**src/rtl/slis_pkg.sv**
```systemverilog
// ----------------------------------------------------------------------------
// Sorted list package
// Shared codes, widths and types for the sorted insert and search core.
// ----------------------------------------------------------------------------
`default_nettype none

package slis_pkg;

    localparam int ValueW = 32;
    localparam int GroupW = 32;

    localparam logic CMD_INSERT = 1'b0;
    localparam logic CMD_SEARCH = 1'b1;

    localparam logic STATUS_DONE = 1'b0;
    localparam logic STATUS_FULL = 1'b1;

    typedef logic signed [ValueW-1:0] value_t;

    typedef struct packed {
        logic accept;
        logic insert_en;
    } slis_cell_ctrl_t;

endpackage

`default_nettype wire

```
**src/rtl/slis_cell.sv**
```systemverilog
// ----------------------------------------------------------------------------
// Sorted list cell
// Holds one table entry, compares it with the incoming value and takes
// either the new value or its left neighbour's entry when an insert shifts.
// ----------------------------------------------------------------------------
`default_nettype none

module slis_cell
    import slis_pkg::*;
(
    input  wire logic            clk,
    input  wire slis_cell_ctrl_t ctrl,
    input  wire value_t          value,
    input  wire logic            occupied,
    input  wire value_t          left_entry,
    input  wire logic            left_lt,
    output value_t               entry,
    output logic                 lt,
    output logic                 eq_flag
);

    value_t entry_reg;
    value_t entry_next;
    logic   eq_reg;
    logic   eq_next;
    logic   eq;

    assign lt = occupied && (entry_reg < value);
    assign eq = occupied && (entry_reg == value);

    always_comb
    begin
        entry_next = entry_reg;
        if (ctrl.insert_en && !lt)
        begin
            entry_next = left_lt ? value : left_entry;
        end
        eq_next = ctrl.accept ? eq : eq_reg;
    end

    always_ff @(posedge clk)
    begin
        entry_reg <= entry_next;
        eq_reg    <= eq_next;
    end

    assign entry   = entry_reg;
    assign eq_flag = eq_reg;

endmodule

`default_nettype wire

```
**src/rtl/slis_or_tree.sv**
```systemverilog
// ----------------------------------------------------------------------------
// Sorted list match reducer
// Registered two-level OR of the per-cell match flags.
// ----------------------------------------------------------------------------
`default_nettype none

module slis_or_tree
    import slis_pkg::*;
#(
    parameter int N = 16
)
(
    input  wire logic         clk,
    input  wire logic [N-1:0] flags,
    output logic              hit
);

    localparam int NG = (N + GroupW - 1) / GroupW;

    logic [NG-1:0] group_reg;

    for (genvar g = 0; g < NG; g++)
    begin : g_group
        localparam int LO = g * GroupW;
        localparam int HI = ((LO + GroupW) < N) ? (LO + GroupW - 1) : (N - 1);

        always_ff @(posedge clk)
        begin
            group_reg[g] <= |flags[HI:LO];
        end
    end

    assign hit = |group_reg;

endmodule

`default_nettype wire

```
**src/rtl/sorted_list_insert_search_core.sv**
```systemverilog
// ----------------------------------------------------------------------------
// Sorted list insert and search core
// Ascending table of signed 32-bit values held in a chain of cells.
// ----------------------------------------------------------------------------
// Input channel: in_valid/in_ready carry command and value. Command insert
// places the value before any equal entries; command search looks it up.
// Output channel: out_valid/out_ready carry found and status, one item per
// input item, in order.
// Every cell compares its entry with the value in the cycle of acceptance
// and an insert shifts the entries not below the value one cell up in that same edge.
// The per-cell match flags are held in a match register and then pass a
// registered OR tree; the result is loaded into the output register. The
// core takes one item at a time: a new item is accepted only after the
// previous item's result has been loaded into the output register.
// A full table drops the insert and reports status full.
// Reset empties the table at once; no clearing pass is needed.
// If the receiver stalls, the result waits in the output register while the
// next item is already accepted and processed; that item's result is held
// back until the register is free, and no further item is taken meanwhile.
// ----------------------------------------------------------------------------
`default_nettype none

module sorted_list_insert_search_core
    import slis_pkg::*;
#(
    parameter int CAPACITY = 16
)
(
    input  wire logic   clk,
    input  wire logic   rst_n,
    input  wire logic   in_valid,
    output logic        in_ready,
    input  wire logic   command,
    input  wire value_t value,
    output logic        out_valid,
    input  wire logic   out_ready,
    output logic        found,
    output logic        status
);

    localparam int CountW = $clog2(CAPACITY + 1);

    typedef enum logic [1:0] {
        S_IDLE,
        S_REDUCE,
        S_DONE
    } state_t;

    state_t              state_reg;
    state_t              state_next;
    logic [CountW-1:0]   count_reg;
    logic [CountW-1:0]   count_next;
    logic                cmd_reg;
    logic                cmd_next;
    logic                full_reg;
    logic                full_next;
    logic                out_valid_reg;
    logic                out_valid_next;
    logic                found_reg;
    logic                found_next;
    logic                status_reg;
    logic                status_next;

    logic                accept;
    logic                full;
    logic                hit;
    slis_cell_ctrl_t     cell_ctrl;
    value_t              entries [CAPACITY];
    logic [CAPACITY-1:0] lts;
    logic [CAPACITY-1:0] eqs;

    assign in_ready = (state_reg == S_IDLE);
    assign accept   = in_valid && in_ready;
    assign full     = (count_reg == CountW'(CAPACITY));

    assign cell_ctrl = '{accept:    accept,
                         insert_en: accept && (command == CMD_INSERT) && !full};

    for (genvar i = 0; i < CAPACITY; i++)
    begin : g_cell
        value_t left_entry;
        logic   left_lt;

        if (i == 0)
        begin : g_first
            assign left_entry = value;
            assign left_lt    = 1'b0;
        end
        else
        begin : g_rest
            assign left_entry = entries[i-1];
            assign left_lt    = lts[i-1];
        end

        slis_cell u_cell (
            .clk        (clk),
            .ctrl       (cell_ctrl),
            .value      (value),
            .occupied   (count_reg > CountW'(i)),
            .left_entry (left_entry),
            .left_lt    (left_lt),
            .entry      (entries[i]),
            .lt         (lts[i]),
            .eq_flag    (eqs[i])
        );
    end

    slis_or_tree #(
        .N (CAPACITY)
    ) u_or_tree (
        .clk   (clk),
        .flags (eqs),
        .hit   (hit)
    );

    always_comb
    begin
        state_next     = state_reg;
        count_next     = count_reg;
        cmd_next       = cmd_reg;
        full_next      = full_reg;
        out_valid_next = out_valid_reg;
        found_next     = found_reg;
        status_next    = status_reg;

        if (out_valid_reg && out_ready)
        begin
            out_valid_next = 1'b0;
        end

        unique case (state_reg)
            S_IDLE:
            begin
                if (accept)
                begin
                    cmd_next   = command;
                    full_next  = full;
                    state_next = S_REDUCE;
                    if (cell_ctrl.insert_en)
                    begin
                        count_next = count_reg + CountW'(1);
                    end
                end
            end
            S_REDUCE:
            begin
                state_next = S_DONE;
            end
            S_DONE:
            begin
                if (!out_valid_reg || out_ready)
                begin
                    out_valid_next = 1'b1;
                    found_next     = (cmd_reg == CMD_SEARCH) && hit;
                    status_next    = ((cmd_reg == CMD_INSERT) && full_reg) ?
                                     STATUS_FULL : STATUS_DONE;
                    state_next     = S_IDLE;
                end
            end
            default:
            begin
                state_next = S_IDLE;
            end
        endcase
    end

    always_ff @(posedge clk or negedge rst_n)
    begin
        if (!rst_n)
        begin
            state_reg     <= S_IDLE;
            count_reg     <= '0;
            cmd_reg       <= CMD_INSERT;
            full_reg      <= 1'b0;
            out_valid_reg <= 1'b0;
            found_reg     <= 1'b0;
            status_reg    <= STATUS_DONE;
        end
        else
        begin
            state_reg     <= state_next;
            count_reg     <= count_next;
            cmd_reg       <= cmd_next;
            full_reg      <= full_next;
            out_valid_reg <= out_valid_next;
            found_reg     <= found_next;
            status_reg    <= status_next;
        end
    end

    assign out_valid = out_valid_reg;
    assign found     = found_reg;
    assign status    = status_reg;

endmodule

`default_nettype wire

```
**config.mk**
```make
export PLATFORM = sky130hd
export DESIGN_NAME = sorted_list_insert_search_core
export DESIGN_NICKNAME = d
export VERILOG_FILES = /design/src/rtl/slis_pkg.sv /design/src/rtl/slis_cell.sv /design/src/rtl/slis_or_tree.sv /design/src/rtl/sorted_list_insert_search_core.sv
export SDC_FILE = /design/constraint.sdc
export NUM_CORES = 1
export LEC_CHECK = 0
export ABC_CLOCK_PERIOD_IN_PS = 8790
export BUFFER_PORTS_ARGS = -buffer_cell sky130_fd_sc_hd__buf_2
export CORE_MARGIN = 5
export CORE_UTILIZATION = 50
export DETAILED_ROUTE_END_ITERATION = 8
export HOLD_SLACK_MARGIN = 0.15
export PLACE_DENSITY = 0.66
export REMOVE_ABC_BUFFERS = 1
export SLEW_MARGIN = 20
export SYNTH_ARGS = -nofsm -noshare
export SYNTH_HDL_FRONTEND = slang
export SYNTH_SLANG_ARGS = --single-unit
```
**constraint.sdc**
```tcl
create_clock -name clk -period 8.79 [get_ports clk]
set_clock_uncertainty 0.2 [all_clocks]
set_input_delay 0 -clock clk [delete_from_list [all_inputs] [get_ports clk]]
set_output_delay 0 -clock clk [all_outputs]
set_load 0.005 [all_outputs]
```
==> PnR_summary.wiki <==
{| class="wikitable"
! Metric !! Value
|-
| Run status || finished clean
|-
| Adder-cell share of the synthesized area || a little under a fifth
|-
| CORE AREA || 68600 µm²
|-
| X dimension of the die || between 200 and 300 µm
|-
| Finished Core Util || between 50% and 60%
|-
| Net count of the finished layout || about 3300
|-
| Place WS || ~3.6 ns
|-
| Number of endpoints with negative hold slack in the final report || 0
|-
| DRT antenna net count || 0
|-
| Leakage power summed over all cells || 14.8 nW
|-
| Total number of clock tree sinks || 541
|-
| Per-cell via count in the routed design || 6.14
|-
| Max-cap violations || 0
|-
| Clock slew seen by the registers of the worst setup and hold paths || roughly 0.07 ns
|-
| Grt ovf || 0
|-
| Commonest cells in the netlist || 528 x sky130_fd_sc_hd__edfxtp_1, 517 x sky130_fd_sc_hd__ha_1, 376 x sky130_fd_sc_hd__mux2_2
|-
| Xor-xnor portion of the synthesized cell area || less than 1%
|-
| 1st-pass router iterations || 5
|-
| Area growth from synthesis to layout || 10.8%
|-
| Flip-flop cell with the highest count after synthesis || sky130_fd_sc_hd__edfxtp_1
|-
| Dominant combinational cell family by area after synthesis || adder cells
|-
| Part of the Yosys area used for sequential elements || 46.9%
|-
| Least-Margin Pin Slew || about 1.2 ns
|-
| Top cells by area in the synthesized netlist || sky130_fd_sc_hd__edfxtp_1 46%, sky130_fd_sc_hd__ha_1 19%, sky130_fd_sc_hd__mux2_2 12%
|-
| Count of boundary I/O pins || slightly above 40
|-
| Total number of vias || about 23000
|-
| Setup Total Neg Slack || 0 ns
|-
| Compound-Gate Fraction of Synth Area || under 10%
|-
| Final RePlAce weighted congestion || 0.891
|-
| CTS max path bufs || 3
|-
| TritonCTS clock tree || built
|-
| Layout cell share with drive strength beyond 1 || 24.4%
|-
| Via count of the first global-routing pass || ~24000
|-
| RSZ-0062 raised after global routing || false
|-
| Netlist area before placement || about 35000 µm²
|-
| Share of synthesized area spent on multiplexers || around 17%
|-
| Count of flip-flops with a built-in enable after synthesis || around 530
|-
| Root buffer cell || sky130_fd_sc_hd__clkbuf_16
|-
| Max FFs per register || around 500
|-
| Placed wire-length estimate after detailed placement || 73100 µm
|-
| Mean Syn Cell Area || between 10 and 15 µm²
|-
| Post-synthesis register bit count || 541
|-
| Final worst-path setup slack || about 3.7 ns
|-
| Initial antenna violation count || 3
|-
| Overall track demand over capacity in global routing || 25.9%
|-
| Total CTS buffers || 59
|-
| Clock period minus final worst setup slack || roughly 5.1 ns
|-
| Critical path launch point type || primary input
|-
| Netlist cell types || 60
|-
| Buffers on Ports || 40
|-
| Average detailed-routed wire length per instance || ~26 µm
|-
| Slew Viols, Final || 0
|-
| Number of resized instances in the post-cts repair step || 0
|-
| Total number of H-tree levels || 2
|-
| Power density over the cells || between 200 and 250 nW/µm²
|-
| Setup fix buffers added after clock tree synthesis || 0
|-
| Die area || ~74000 µm²
|-
| Highest Clock Rate || around 190 MHz
|-
| Arrival time worst endpoint || 5.21 ns
|-
| Worst hold slack || between 0.15 and 0.2 ns
|-
| Count leader, synth || sky130_fd_sc_hd__edfxtp_1
|-
| # DRC || 0
|-
| Ys Warns || 0
|-
| Area fraction of the dominant cell type after synthesis || 45.9%
|-
| Effective utilization at floorplan || approximately half
|-
| Headroom to the max-slew limit || roughly a fifth
|-
| Post-route fraction of the period consumed by the critical path || between 50% and 60%
|-
| Clock latency of the later-clocked register in the worst-skew pair || about 0.64 ns
|-
| Global-route wire length before repair || 147000 µm
|-
| Endpoint type of the worst setup path || flop
|-
| Final setup fails || 0
|-
| DR iter-0 viols || about 1800
|-
| Type of the worst setup path || primary input to flop
|-
| Aggregate routed wire length || a little under 100000 µm
|-
| Fraction of the mapped netlist area in simple logic gates || ~7.5%
|-
| CP max FO || 17
|-
| Number of rows in the core area || 96
|-
| Hold Crit Class || primary input to flop
|-
| Max IR drop VDD || between 150 and 200 µV
|-
| Post-synthesis async set-or-reset flop share || under 10%
|-
| Area leader, netlist || sky130_fd_sc_hd__edfxtp_1
|-
| Die Height || 273 µm
|-
| Largest net degree at the start of global routing || 34
|-
| Critical path data required time || a little under 9 ns
|-
| Cells after Synth || about 2600
|}
-- placed cells by master (no fill, tap or decap), types with 13 or more instances in the layout --
cell,Yosys,final
sky130_fd_sc_hd__a211oi_1,17,17
sky130_fd_sc_hd__a21o_1,20,20
sky130_fd_sc_hd__a21oi_1,224,224
sky130_fd_sc_hd__a22oi_1,14,14
sky130_fd_sc_hd__and2_1,13,13
sky130_fd_sc_hd__buf_2,11,40
sky130_fd_sc_hd__buf_4,6,47
sky130_fd_sc_hd__clkbuf_1,37,14
sky130_fd_sc_hd__clkbuf_16,0,60
sky130_fd_sc_hd__dlygate4sd3_1,0,53
sky130_fd_sc_hd__edfxtp_1,528,528
sky130_fd_sc_hd__ha_1,517,517
sky130_fd_sc_hd__inv_1,57,57
sky130_fd_sc_hd__mux2_2,376,376
sky130_fd_sc_hd__mux2_4,96,96
sky130_fd_sc_hd__nand2_1,155,155
sky130_fd_sc_hd__nand3_1,41,41
sky130_fd_sc_hd__nand4_1,90,90
sky130_fd_sc_hd__nor2_1,82,77
sky130_fd_sc_hd__nor2b_1,26,26
sky130_fd_sc_hd__nor3_1,16,16
sky130_fd_sc_hd__nor4_1,31,30
sky130_fd_sc_hd__o211ai_1,28,28
sky130_fd_sc_hd__o21ai_0,68,68
-- layer usage --
layer	wire length, µm	global-route usage, %
met3	5280	3.42
met4	3850	9.30
met5	11	0
met1	43500	35.6
met2	45600	42.4
-- layout make-up --
type / instances / area (µm²)
diodes: 2 / 5.00
clock buffers: 75 / 1570
clock inverters: 36 / 330
fillers: 5584 / 30300
inverters: 57 / 214
multi-input cells: 1938 / 17700
flip-flops and latches: 541 / 16200
well taps: 931 / 1160
repair buffers: 141 / 1100
-- final timing paths --
kind | depth (start not counted) | startpoint | slack [ns] | to
worst max-delay path | 12 | value[11] | 3.66 | g_cell[0].u_cell.entry[29]
worst min-delay path | 3 | value[3] | 0.19 | g_cell[0].u_cell.entry[3]
worst max register to register | 9 | g_cell[0].u_cell.entry[13] | 4.03 | g_cell[0].u_cell.entry[29]
worst min register to register | 2 | u_or_tree.hit | 0.26 | found
max in group asynchronous | 3 | rst_n | 7.52 | out_valid
min in group asynchronous | 3 | rst_n | 0.37 | count_reg[3]
-- worst max-delay path, cell delays in order --
cell                            delay (ns)
sky130_fd_sc_hd__dlygate4sd3_1        0.51
sky130_fd_sc_hd__buf_2                0.35
sky130_fd_sc_hd__inv_1                0.47
sky130_fd_sc_hd__ha_1                 0.49
sky130_fd_sc_hd__nand4_1              0.24
sky130_fd_sc_hd__nor4_1               0.89
sky130_fd_sc_hd__a21boi_0             0.36
sky130_fd_sc_hd__or4b_1               0.24
sky130_fd_sc_hd__a31oi_2              0.14
sky130_fd_sc_hd__mux2i_4              0.21
sky130_fd_sc_hd__and2_1               0.81
sky130_fd_sc_hd__buf_4                0.46
-- cell families after synthesis --
group,count (synthesis)
compound gates,420
buf+inv,142
flops,541
simple gates,505
mux,493
fa+ha+maj,517
xor+xnor,3
-- power by group --
part	total [mW]	leakage, nW	internal [mW]	switching (mW)
Clock	2.49	0.916	1.41	1.09
Combinational	2.69	8.90	1.22	1.47
Sequential	3.50	4.97	3.32	0.181
Total	8.69	14.8	5.95	2.74
-- through the flow --
stage / cells / power [mW] / instance area (µm²)
after floorplan: 2536 / 5.36 / 33900
after global placement: 3554 / 6.11 / 35800
after detailed placement: 3554 / 6.19 / 35800
after CTS: 3718 / 8.71 / 38200
after global routing: 3719 / 9.06 / 38200
final: 3721 / 8.69 / 38200
-- repair_timing --
item,in CTS,in global routing
hold buffers,53,0
hold endpoints to repair,557,0
setup endpoints to repair,0,0
No activity file was read; power rests on OpenSTA's default activity.
